File: src/hdl/ppe_pkg.sv
package ppe_pkg;

    localparam logic [7:0] FLAG_BYTE = 8'h7E;
    localparam logic [7:0] ADDR_BYTE = 8'hFF;
    localparam logic [7:0] CTRL_BYTE = 8'h03;
    localparam logic [7:0] ESC_BYTE  = 8'h7D;
    localparam logic [7:0] TAIL_BYTE = 8'h00;

    localparam logic [15:0] PROTOCOL_ID_RESET = 16'h0021;

    typedef struct packed {
        logic [7:0] payload_byte;
        logic       last_byte;
    } in_beat_t;

    typedef struct packed {
        logic [7:0] out_byte;
        logic       run_end;
        logic       frame_end;
    } out_beat_t;

endpackage

File: src/hdl/ppe_in_reg.sv
module ppe_in_reg
    import ppe_pkg::*;
(
    input  logic     aclk,
    input  logic     aresetn,
    input  logic     s_valid,
    output logic     s_ready,
    input  in_beat_t s_payload,
    input  logic     pop,
    output logic     cur_valid,
    output in_beat_t cur_item
);

    logic     valid_reg;
    logic     valid_next;
    in_beat_t item_reg;

    assign s_ready   = !valid_reg || pop;
    assign cur_valid = valid_reg;
    assign cur_item  = item_reg;

    always_comb begin
        valid_next = valid_reg;
        if (s_valid && s_ready) begin
            valid_next = 1'b1;
        end else if (pop) begin
            valid_next = 1'b0;
        end
    end

    always_ff @(posedge aclk) begin
        if (!aresetn) begin
            valid_reg <= 1'b0;
        end else begin
            valid_reg <= valid_next;
        end
    end

    always_ff @(posedge aclk) begin
        if (s_valid && s_ready) begin
            item_reg <= s_payload;
        end
    end

endmodule

File: src/hdl/ppe_emitter.sv
module ppe_emitter
    import ppe_pkg::*;
(
    input  logic        aclk,
    input  logic        aresetn,
    input  logic        cur_valid,
    input  in_beat_t    cur_item,
    input  logic [15:0] protocol_id,
    input  logic        out_free,
    output logic        emit_valid,
    output out_beat_t   emit_beat,
    output logic        pop
);

    localparam logic [3:0] P_FLAG_OPEN  = 4'd0;
    localparam logic [3:0] P_ADDR       = 4'd1;
    localparam logic [3:0] P_CTRL       = 4'd2;
    localparam logic [3:0] P_PROTO_HI   = 4'd3;
    localparam logic [3:0] P_PROTO_LO   = 4'd4;
    localparam logic [3:0] P_ESC        = 4'd5;
    localparam logic [3:0] P_DATA       = 4'd6;
    localparam logic [3:0] P_CK_HI      = 4'd7;
    localparam logic [3:0] P_CK_LO      = 4'd8;
    localparam logic [3:0] P_TAIL       = 4'd9;
    localparam logic [3:0] P_FLAG_CLOSE = 4'd10;

    function automatic logic [15:0] oc_add(input logic [15:0] a, input logic [15:0] b);
        logic [16:0] s;
        s = {1'b0, a} + {1'b0, b};
        return s[15:0] + {15'd0, s[16]};
    endfunction

    logic [3:0]  phase_reg;
    logic [3:0]  phase_next;
    logic        started_reg;
    logic        started_next;
    logic        in_frame_reg;
    logic        in_frame_next;
    logic [15:0] sum_reg;
    logic [15:0] sum_next;
    logic        odd_reg;
    logic        odd_next;
    logic [7:0]  pend_reg;
    logic [7:0]  pend_next;

    logic        special;
    logic [3:0]  start_phase;
    logic [3:0]  phase;
    logic        out_load;
    logic        summed;
    logic        run_end;
    logic [7:0]  byte_sel;
    logic [15:0] ck_full;

    assign special     = (cur_item.payload_byte == FLAG_BYTE) ||
                         (cur_item.payload_byte == ESC_BYTE);
    assign start_phase = in_frame_reg ? (special ? P_ESC : P_DATA) : P_FLAG_OPEN;
    assign phase       = started_reg ? phase_reg : start_phase;
    assign out_load    = cur_valid && out_free;
    assign ck_full     = odd_reg ? oc_add(sum_reg, {pend_reg, 8'h00}) : sum_reg;

    always_comb begin
        byte_sel   = TAIL_BYTE;
        phase_next = phase;
        summed     = 1'b0;
        run_end    = 1'b0;
        case (phase)
            P_FLAG_OPEN: begin
                byte_sel   = FLAG_BYTE;
                phase_next = P_ADDR;
            end
            P_ADDR: begin
                byte_sel   = ADDR_BYTE;
                summed     = 1'b1;
                phase_next = P_CTRL;
            end
            P_CTRL: begin
                byte_sel   = CTRL_BYTE;
                summed     = 1'b1;
                phase_next = P_PROTO_HI;
            end
            P_PROTO_HI: begin
                byte_sel   = protocol_id[15:8];
                summed     = 1'b1;
                phase_next = P_PROTO_LO;
            end
            P_PROTO_LO: begin
                byte_sel   = protocol_id[7:0];
                summed     = 1'b1;
                phase_next = special ? P_ESC : P_DATA;
            end
            P_ESC: begin
                byte_sel   = ESC_BYTE;
                summed     = 1'b1;
                phase_next = P_DATA;
            end
            P_DATA: begin
                byte_sel   = cur_item.payload_byte;
                summed     = 1'b1;
                phase_next = P_CK_HI;
                run_end    = !cur_item.last_byte;
            end
            P_CK_HI: begin
                byte_sel   = ~ck_full[15:8];
                phase_next = P_CK_LO;
            end
            P_CK_LO: begin
                byte_sel   = ~sum_reg[7:0];
                phase_next = P_TAIL;
            end
            P_TAIL: begin
                byte_sel   = TAIL_BYTE;
                phase_next = P_FLAG_CLOSE;
            end
            P_FLAG_CLOSE: begin
                byte_sel   = FLAG_BYTE;
                run_end    = 1'b1;
            end
            default: begin
                byte_sel   = TAIL_BYTE;
                phase_next = P_FLAG_OPEN;
            end
        endcase
    end

    assign emit_valid          = cur_valid;
    assign emit_beat.out_byte  = byte_sel;
    assign emit_beat.run_end   = run_end;
    assign emit_beat.frame_end = (phase == P_FLAG_CLOSE);
    assign pop                 = out_load && run_end;

    always_comb begin
        started_next  = started_reg;
        in_frame_next = in_frame_reg;
        sum_next      = sum_reg;
        odd_next      = odd_reg;
        pend_next     = pend_reg;
        if (out_load) begin
            started_next = !run_end;
            if (summed) begin
                if (!odd_reg) begin
                    pend_next = byte_sel;
                    odd_next  = 1'b1;
                end else begin
                    sum_next  = oc_add(sum_reg, {pend_reg, byte_sel});
                    pend_next = 8'h00;
                    odd_next  = 1'b0;
                end
            end
            if (phase == P_FLAG_OPEN) begin
                in_frame_next = 1'b1;
                sum_next      = 16'h0000;
                odd_next      = 1'b0;
                pend_next     = 8'h00;
            end
            if (phase == P_CK_HI) begin
                sum_next  = ck_full;
                odd_next  = 1'b0;
                pend_next = 8'h00;
            end
            if (phase == P_FLAG_CLOSE) begin
                in_frame_next = 1'b0;
                sum_next      = 16'h0000;
                odd_next      = 1'b0;
                pend_next     = 8'h00;
            end
        end
    end

    always_ff @(posedge aclk) begin
        if (!aresetn) begin
            started_reg  <= 1'b0;
            in_frame_reg <= 1'b0;
            sum_reg      <= 16'h0000;
            odd_reg      <= 1'b0;
            pend_reg     <= 8'h00;
        end else begin
            started_reg  <= started_next;
            in_frame_reg <= in_frame_next;
            sum_reg      <= sum_next;
            odd_reg      <= odd_next;
            pend_reg     <= pend_next;
        end
    end

    always_ff @(posedge aclk) begin
        if (out_load) begin
            phase_reg <= phase_next;
        end
    end

    a_close_ends_run: assert property (@(posedge aclk) disable iff (!aresetn)
        (cur_valid && phase == P_FLAG_CLOSE) |-> run_end)
        else $error("closing flag not marked as end of run");

    a_open_sets_frame: assert property (@(posedge aclk) disable iff (!aresetn)
        (out_load && phase == P_FLAG_OPEN) |=> in_frame_reg)
        else $error("frame not open after opening flag");

    a_close_clears_sum: assert property (@(posedge aclk) disable iff (!aresetn)
        (out_load && phase == P_FLAG_CLOSE) |=>
        (!in_frame_reg && !odd_reg && sum_reg == 16'h0000))
        else $error("checksum state not cleared after closing flag");

    a_ck_lo_even: assert property (@(posedge aclk) disable iff (!aresetn)
        (cur_valid && phase == P_CK_LO) |-> !odd_reg)
        else $error("odd byte left unpadded at checksum");

    a_header_only_outside: assert property (@(posedge aclk) disable iff (!aresetn)
        (cur_valid && !started_reg && in_frame_reg) |-> (phase != P_FLAG_OPEN))
        else $error("header started inside an open frame");

endmodule

File: src/hdl/ppe_out_reg.sv
module ppe_out_reg
    import ppe_pkg::*;
(
    input  logic      aclk,
    input  logic      aresetn,
    input  logic      emit_valid,
    input  out_beat_t emit_beat,
    output logic      out_free,
    output logic      m_valid,
    input  logic      m_ready,
    output out_beat_t m_payload
);

    logic      valid_reg;
    logic      valid_next;
    out_beat_t beat_reg;

    assign out_free  = !valid_reg || m_ready;
    assign m_valid   = valid_reg;
    assign m_payload = beat_reg;

    always_comb begin
        valid_next = valid_reg;
        if (out_free) begin
            valid_next = emit_valid;
        end
    end

    always_ff @(posedge aclk) begin
        if (!aresetn) begin
            valid_reg <= 1'b0;
        end else begin
            valid_reg <= valid_next;
        end
    end

    always_ff @(posedge aclk) begin
        if (out_free && emit_valid) begin
            beat_reg <= emit_beat;
        end
    end

endmodule

File: src/hdl/ppp_style_frame_encoder.sv
// Framer for a byte stream: each input beat is one payload byte plus a last-byte
// flag. The first byte of a frame is preceded by 7E FF 03 and the protocol id
// (high byte first); payload bytes 7E and 7D go out as 7D followed by the byte
// unchanged; the last byte is followed by the inverted 16-bit ones' complement
// checksum of everything from the address byte through the stuffed payload,
// a 00 tail and a closing 7E. One output byte leaves per cycle unless m_ready stalls;
// an input beat produces 1 or 2 bytes mid-frame (2 for an escaped byte), plus
// 5 header bytes and 4 trailer bytes. The next input beat is taken in the cycle
// the current one emits its last byte, so unescaped mid-frame beats stream back
// to back. protocol_id is sampled as the header goes out; write it only while no
// beat is in flight.
module ppp_style_frame_encoder
    import ppe_pkg::*;
(
    input  logic        aclk,
    input  logic        aresetn,
    input  logic        s_valid,
    output logic        s_ready,
    input  in_beat_t    s_payload,
    output logic        m_valid,
    input  logic        m_ready,
    output out_beat_t   m_payload,
    input  logic        cfg_valid,
    output logic        cfg_ready,
    input  logic [15:0] cfg_data
);

    logic [15:0] protocol_id_reg;
    logic        pop;
    logic        cur_valid;
    in_beat_t    cur_item;
    logic        out_free;
    logic        emit_valid;
    out_beat_t   emit_beat;

    assign cfg_ready = 1'b1;

    always_ff @(posedge aclk) begin
        if (!aresetn) begin
            protocol_id_reg <= PROTOCOL_ID_RESET;
        end else if (cfg_valid && cfg_ready) begin
            protocol_id_reg <= cfg_data;
        end
    end

    ppe_in_reg u_in_reg (
        .aclk      (aclk),
        .aresetn   (aresetn),
        .s_valid   (s_valid),
        .s_ready   (s_ready),
        .s_payload (s_payload),
        .pop       (pop),
        .cur_valid (cur_valid),
        .cur_item  (cur_item)
    );

    ppe_emitter u_emitter (
        .aclk        (aclk),
        .aresetn     (aresetn),
        .cur_valid   (cur_valid),
        .cur_item    (cur_item),
        .protocol_id (protocol_id_reg),
        .out_free    (out_free),
        .emit_valid  (emit_valid),
        .emit_beat   (emit_beat),
        .pop         (pop)
    );

    ppe_out_reg u_out_reg (
        .aclk       (aclk),
        .aresetn    (aresetn),
        .emit_valid (emit_valid),
        .emit_beat  (emit_beat),
        .out_free   (out_free),
        .m_valid    (m_valid),
        .m_ready    (m_ready),
        .m_payload  (m_payload)
    );

endmodule
File: config.mk
export PLATFORM = sky130hd
export DESIGN_NAME = ppp_style_frame_encoder
export DESIGN_NICKNAME = d
export VERILOG_FILES = /design/src/hdl/ppe_pkg.sv /design/src/hdl/ppe_in_reg.sv /design/src/hdl/ppe_emitter.sv /design/src/hdl/ppe_out_reg.sv /design/src/hdl/ppp_style_frame_encoder.sv
export SDC_FILE = /design/constraint.sdc
export NUM_CORES = 1
export LEC_CHECK = 0
export BUFFER_PORTS_ARGS = -buffer_cell sky130_fd_sc_hd__buf_4
export CORE_MARGIN = 2
export CORE_UTILIZATION = 25
export CTS_CLUSTER_DIAMETER = 40
export DETAILED_ROUTE_END_ITERATION = 7
export PLACE_DENSITY = 0.46
export SLEW_MARGIN = 20
export SYNTH_ARGS = -nofsm -noshare
export SYNTH_HDL_FRONTEND = slang
export SYNTH_SLANG_ARGS = --single-unit
File: constraint.sdc
create_clock -name aclk -period 7.65 [get_ports aclk]
set_input_delay 0.765 -clock aclk [delete_from_list [all_inputs] [get_ports aclk]]
set_output_delay 0.765 -clock aclk [all_outputs]
set_load 0.03 [all_outputs]
### After elaboration in Yosys (flattened, before gate mapping)

Index checks and enable logic that the tools add are counted.

* bits in latches: 0
* bits in writable memories: 0
* flip-flop bits (word level): 68
* ROM bits: 0
* memories: 0

* multiply operators: 0
* mux-type cells: 27
* eq/ne operators: 13
* shift-type cells: 0
* order comparisons: 0
* add/sub/neg operators: 4
* reduce and logical (&&, ||, !) cells: 22
* divide/modulo/power cells: 0
* bitwise operators: 2

Operators with widths (count)
* $mux 16: 6
* $pmux 8 s9: 1
* $pmux 4 s11: 1
* $mux 8: 5
* $add 16x16->17: 2
* $add 16x1->16: 2
* $eq 4x3->1 const B: 4
* $eq 8x7->1 const B: 2
* $not 8->8: 2
* $eq 4x4->1 const B: 3
* $mux 1: 10
* $eq 4x2->1 const B: 2
* $mux 4: 2
* $reduce_bool 4->1: 2
* $reduce_or 6->1: 1
* $eq 4x1->1 const B: 1
* $logic_not 1->1: 4
* $logic_not 4->1: 1
* $reduce_and 2->1: 2
* $reduce_and 4->1: 1
* $reduce_bool 2->1: 2
* $logic_and 1x1->1: 3
* $logic_or 1x1->1: 3
* $ne 3x1->1 const B: 1
* other kinds (5): 5

### Logic depth before layout (Yosys ltp)

Gate-level depths: netlist of the first run.

* word-level depth: 15
* depth in mapped cells: 37
* depth with buffers taken out: 36

### Hierarchy

A second synthesis of the first run with hierarchy kept.

* cell total of the unflattened synthesis: 574
* area total of the unflattened synthesis: 5012.3 µm²

Modules (own cells, without submodules)
* ppe_emitter: times used 1, cells each 492, sequential area each 660.6 µm², area an instance 3704.8 µm²
* ppp_style_frame_encoder: times used 1, cells each 53, sequential area each 320.3 µm², area an instance 621.8 µm²
* ppe_out_reg: times used 1, cells each 15, sequential area each 320.3 µm², area an instance 357.8 µm²
* ppe_in_reg: times used 1, cells each 14, sequential area each 290.3 µm², area an instance 327.8 µm²

### Least setup slack after synthesis of the first run

No wires, ideal clock.

* path kind: reg2reg
* start point: register u_emitter.pend_reg[0]
* end point: register u_emitter.sum_reg[14]
* path slack: 501 ps
* stages on the path, launching flop included: 35
* clock period less this slack: 7149 ps
* required time: 7523 ps
* path buffers: 0
* arrival time: 7022 ps
* cell sequence: dfxtp_1 ha_1 fa_1 a211o_1 nand2_1 o21ai_0 a21o_1 ha_1 nand4_1 nor2_1 xnor2_1 a21oi_1 nor2_1 or4b_2 ha_1 fa_1 a21o_1 a21oi_1 o21bai_1 a21oi_1 inv_1 maj3_2 o2111a_1 or3_1 a21oi_1 o21ai_0 a21o_1 ha_1 and3_1 and3_1 nand2_1 a2111oi_4 nand4_2 nor4b_1 or3_1

RTL lines
* start: declaration: RTL line ppe_emitter.sv:43 `logic [7:0] pend_reg;`
* start signal: assignment: RTL line ppe_emitter.sv:182 `pend_reg <= pend_next;`
* end signal: assignment: RTL line ppe_emitter.sv:180 `sum_reg <= sum_next;`
* end: declaration: RTL line ppe_emitter.sv:39 `logic [15:0] sum_reg;`

==> impl_metrics.tcl, run 1 <==
set metrics [dict create \
    postCtsResizedCells 0 \
    clkSinkCount 68 \
    syn_avg_cell_area_um2 8.67 \
    ys_seq_area_share_pct 30.8 \
    numPortBuffers 41 \
    cts_setup_buffers 0 \
    max_stage_delay_ns 0.70 \
    synth.area.top_cells "dfxtp_1 (17%), edfxtp_1 (13%), nor2b_1 (4.6%), ha_1 (4.4%), mux2i_1 (3.9%)" \
    pwr-share-clk_pct 39.7 \
    tns_ns 0 \
    final_nets 689 \
    worstSkewPairLatency_ns 0.33 \
    worstPathArrival_ns 7.48 \
    multi_input_area_um2 3370 \
    setup_violations 0 \
    worst_slew_pin_slew_ns 0.866 \
    hp-class "flop to flop" \
    cts_tree "built" \
    maxSlewHeadroom_pct 41.5 \
    cts.hold.buffers_added 0 \
    chipWidth_um 148 \
    die_area_um2 21800 \
    power_density_nw_per_um2 186 \
    crit_slowest_cell "or4b_2" \
    ys_ff_latch 68 \
    cts.clk_slew.worst_paths_ns 0.06 \
    start_kind "flop" \
    cap_violations 0 \
    synth_top_area_cell "dfxtp_1" \
    status "complete, no violations" \
    combPwrFrac_pct 23.3 \
    wl_per_cell_um 17.8 \
    synth_edf_count 23 \
    clock.fmax_ghz 0.138 \
    cp_top_family "simple AND/OR/NAND/NOR gates" \
    row_count 52 \
    seq_area_um2 1590 \
    cp_max_fo 5 \
    gp_congestion 0.909 \
    first_pass_iters 5 \
    antennaDiodeCount 0 \
    dieHeight_um 148 \
    ys_warn_count 0 \
    syn_to_final_growth_pct 19.5 \
    fin_crit_ns 7.26 \
    vias_per_cell 5.21 \
    drtAntennaViolNets 0 \
    first_iter_violations 358 \
    vdd_ir_drop_max_mv 0.0985 \
    grt_max_degree 40 \
    synth_area_um2 5160 \
    layout_commonest_cell "buf_4" \
    drive_gt1_share_pct 18.8 \
    p_sw_share_pct 31.0 \
    synth_nets 646 \
    wl_um 16300 \
    gr-total-overflow 0 \
    numCtsBuffers 9 \
    vias 4763 \
    crit_buf_inv 1 \
    fin_util_pct 30.5 \
    p_seq_share_pct 37.0 \
    finalMaxSlewViolations 0 \
    end_kind "flop" \
    p_leak_nw 2.40 \
    worstPathRequired_ns 7.86 \
    synth_top_area_share_pct 17.4 \
    synthCells 596 \
    clock_skew_ns 0.00786 \
    io_pins 43 \
    netlist-cell-type-count 87 \
    ys.flop_type "dfxtp_1" \
    grt_pass1_vias 4552 \
    power.switching_mw 0.356 \
    drc_errors 0 \
    antenna_found_initial 0 \
    crit_type "flop to flop" \
    rsz0062_at_grt "no" \
    clockBufferDepth 2 \
    core_area_um2 20200 \
    cts-htree-levels 3 \
    fin_crit_sh_pct 94.9 \
    ctsRootBufferMaster "clkbuf_16" \
    fillerInstances 2114 \
    track_usage_pct 15.1 \
    final_cell_mix "buf_4 (63), nand2_1 (48), nor2_1 (45), dfxtp_1 (45), nor2b_1 (38)" \
    synthArstFlopShare_pct 0 \
    grt_pass1_wl_um 25800 \
    internal-power_mw 0.790 \
    hold_viol_final 0 \
    start_util_pct 25.5 \
    dpl.hpwl_um 12600 \
]
==> power groups by stage <==
| stage | registers, mW | clock network, mW | logic (mW) |
|---|---|---|---|
| floorplan | 0.425 | 0 | 0.188 |
| global placement | 0.431 | 0 | 0.261 |
| detailed placement | 0.431 | 0 | 0.262 |
| CTS | 0.424 | 0.465 | 0.264 |
| global route | 0.427 | 0.478 | 0.294 |
| finish | 0.424 | 0.454 | 0.267 |
==> cell type report <==
| type | count | area share (%) |
|---|---|---|
| Sequential cell | 68 | 25.8 |
| Clock buffer | 9 | 3.65 |
| Tap cell | 270 | 5.47 |
| Multi-Input combinational cell | 477 | 54.6 |
| Timing Repair Buffer | 63 | 7.66 |
| Clock inverter | 7 | 1.62 |
| Inverter | 20 | 1.26 |
==> cells in the mapped netlist, types with 5 or more instances <==
library cell,n
a21oi_1,36
nand3_1,16
dfxtp_1,45
and3_1,9
inv_1,19
nand4_1,7
xor2_1,14
clkbuf_1,17
and2_1,5
nor2_1,45
nor2b_1,38
a22oi_1,20
edfxtp_1,23
or2_2,6
or3_1,7
a21o_1,6
a211oi_1,7
nand2_1,49
nor3_1,9
nand2b_1,6
mux2i_1,20
xnor2_1,20
ha_1,18
a21boi_0,7
o22ai_1,6
o21ai_0,28
==> routing by layer <==
metal	GRT usage, %	vias up	share of wire [%]
li1	-	2296	-
met1	20.1	2254	46
met2	25.0	179	47
met3	2.01	34	4.8
met4	5.34	0	2.6
met5	0	-	0
==> stage by stage <==
stage	power [mW]	setup slack, ns	hold slack [ns]	instance area [um^2]	cells
after detailed placement	0.693	0.0935	0.467	5820	898
after floorplan	0.613	0.501	0.441	5160	596
after global placement	0.693	0.276	0.459	5820	898
after CTS	1.15	0.0756	0.481	6140	914
after global routing	1.20	0.00940	0.515	6170	914
final	1.15	0.387	0.479	6170	914
==> final timing paths <==
kind              slack [ns]  cells past startpoint               endpoint             startpoint
setup / recovery        0.39                     34  u_emitter.sum_reg[14]  u_emitter.pend_reg[0]
hold / removal          0.48                      2     protocol_id_reg[5]     protocol_id_reg[5]
setup reg to reg        0.39                     34  u_emitter.sum_reg[14]  u_emitter.pend_reg[0]
hold reg to reg         0.48                      2     protocol_id_reg[5]     protocol_id_reg[5]
==> worst min-delay path: stages, from the launching register on <==
cell and delay, ns:
dfxtp_1 0.33, mux2i_1 0.07, nand2_1 0.06
==> cell families (layout without fill, tap and decap cells) <==
kind of cell	Yosys count	count (layout)	synth area share, %
compound gates	168	168	24.2
xor+xnor	35	35	6.08
fa+ha+maj	24	24	5.96
buf+inv	51	99	4.58
flops	68	68	30.8
mux	21	21	4.09
other cells	1	1	0.0726
simple gates	228	228	24.2
(Power assumes the default switching activity.)
==> run 2: changes to the inputs <==
- BUFFER_PORTS_ARGS: -buffer_cell sky130_fd_sc_hd__buf_4 -> not set
- DONT_BUFFER_PORTS: not set -> 1
- PLACE_DENSITY: 0.46 -> 0.45
==> impl_metrics.tcl, run 2 (synthesis results as in run 1) <==
set metrics [dict create \
    status "complete, no violations" \
    start_kind "flop" \
    max_stage_delay_ns 0.55 \
    crit_type "flop to flop" \
    cts_setup_buffers 0 \
    vias_per_cell 5.23 \
    vias 4558 \
    hp-start "u_in_reg.cur_valid" \
    start_util_pct 25.5 \
    cap_violations 0 \
    rr_endpoint "u_emitter.sum_reg[14]" \
    layout_commonest_cell "nand2_1" \
    worstReg2RegStart "u_emitter.sum_reg[8]" \
    drive_gt1_share_pct 12.1 \
    grt_max_degree 40 \
    pwr-share-clk_pct 41.9 \
    p_sw_share_pct 29.4 \
    combPwrFrac_pct 20.6 \
    first_pass_iters 5 \
    crit_buf_inv 1 \
    clock_skew_ns 0.00710 \
    cp_max_fo 5 \
    dieHeight_um 148 \
    p_leak_nw 2.20 \
    dpl.hpwl_um 12400 \
    worstSkewPairLatency_ns 0.33 \
    fillerInstances 2153 \
    power_density_nw_per_um2 197 \
    power.switching_mw 0.340 \
    clockBufferDepth 2 \
    grt_pass1_wl_um 25600 \
    clkSinkCount 68 \
    gp_congestion 0.893 \
    p_seq_share_pct 37.5 \
    row_count 52 \
    ctsRootBufferMaster "clkbuf_16" \
    track_usage_pct 15.0 \
    wl_met3_um 768 \
    multi_input_area_um2 3360 \
    cts-htree-levels 3 \
    hp-class "flop to flop" \
    worstPathArrival_ns 7.35 \
    antennaDiodeCount 0 \
    core_area_um2 20200 \
    seq_area_um2 1590 \
    gr-total-overflow 0 \
    wl_met1_um 7570 \
    syn_to_final_growth_pct 13.5 \
    worst_slew_pin_slew_ns 0.883 \
    clock.fmax_ghz 0.140 \
    holdPathStages 2 \
    setup_violations 0 \
    dr.max_layer_used "met4" \
    rsz0062_at_grt "no" \
    numPortBuffers 0 \
    antenna_found_initial 0 \
    hold_end "u_out_reg.m_valid" \
    final_cell_mix "nand2_1 (48), nor2_1 (45), dfxtp_1 (45)" \
    drtAntennaViolNets 0 \
    rr_worst_depth 34 \
    numCtsBuffers 9 \
    crit_slowest_cell "or4b_4" \
    die_area_um2 21800 \
    grt_pass1_vias 4561 \
    cp_top_family "simple AND/OR/NAND/NOR gates" \
    internal-power_mw 0.815 \
    worstPathRequired_ns 7.86 \
    met2WireLength_um 7370 \
    cts.clk_slew.worst_paths_ns 0.06 \
    chipWidth_um 148 \
    fin_cells 871 \
    dp_cells 855 \
    tns_ns 0 \
    io_pins 43 \
    maxSlewHeadroom_pct 40.4 \
    hold_viol_final 0 \
    final_nets 646 \
    fin_crit_ns 7.14 \
    fin_crit_sh_pct 93.3 \
    first_iter_violations 345 \
    end_kind "flop" \
    vdd_ir_drop_max_mv 0.110 \
    drc_errors 0 \
    wl_um 16200 \
    finalMaxSlewViolations 0 \
    rrSetupSlack_ns 0.51 \
    wl_per_cell_um 18.6 \
    cts_tree "built" \
]
run 2: stage by stage:
step           total power [mW]  cell area [um^2]  setup WS (ns)  util (%)  hold slack, ns
2_1_floorplan             0.613              5160          0.501         -           0.441
3_3_place_gp              0.672              5490          0.325      27.2           0.461
3_5_place_dp              0.671              5490          0.156      27.2           0.467
4_1_cts                    1.16              5840          0.128      28.9           0.485
5_1_grt                    1.21              5860         0.0670      29.0           0.512
6_report                   1.16              5860          0.510      29.0           0.482
run 2: area by class of cell:
cell class,count,share of cell area (%)
Multi-Input combinational cell,477,57.3
Sequential cell,68,27.1
Tap cell,270,5.76
Clock buffer,10,4.08
Timing Repair Buffer,20,2.56
Clock inverter,6,1.88
Inverter,20,1.32
run 2: worst max path at each step:
stage,start,endpoint,slack (ns),depth (start not counted)
after floorplan,u_emitter.pend_reg[0],u_emitter.sum_reg[14],0.50,34
after global placement,u_emitter.pend_reg[0],u_emitter.sum_reg[14],0.32,34
after detailed placement,u_emitter.sum_reg[8],u_emitter.sum_reg[14],0.16,34
after CTS,u_emitter.sum_reg[8],u_emitter.sum_reg[7],0.13,35
after global routing,u_emitter.sum_reg[8],u_emitter.sum_reg[7],0.07,35
final,u_emitter.sum_reg[8],u_emitter.sum_reg[14],0.51,34
run 2: tightest hold or removal path: stages, from the launching register on:
cell and delay, ns:
dfxtp_1 0.30, inv_1 0.06, a21boi_0 0.07
run 2: layer usage:
| layer | global-route usage [%] | vias to the layer above |
|---|---|---|
| li1 | - | 2219 |
| met1 | 20.0 | 2176 |
| met2 | 24.6 | 139 |
| met3 | 2.31 | 24 |
| met4 | 5.87 | 0 |
| met5 | 0 | - |
run 2: repair_timing:
item	in CTS	in global routing
resized for setup	0	8
setup endpoints to repair	0	9
hold buffers	0	0
endpoints found under the hold margin	0	0
run 2: power groups by stage:
stage / logic, mW / registers (mW) / clock network, mW
5_1_grt: 0.260 / 0.436 / 0.512
3_3_place_gp: 0.231 / 0.441 / 0
6_report: 0.238 / 0.434 / 0.484
4_1_cts: 0.233 / 0.433 / 0.494
2_1_floorplan: 0.188 / 0.425 / 0
3_5_place_dp: 0.231 / 0.440 / 0
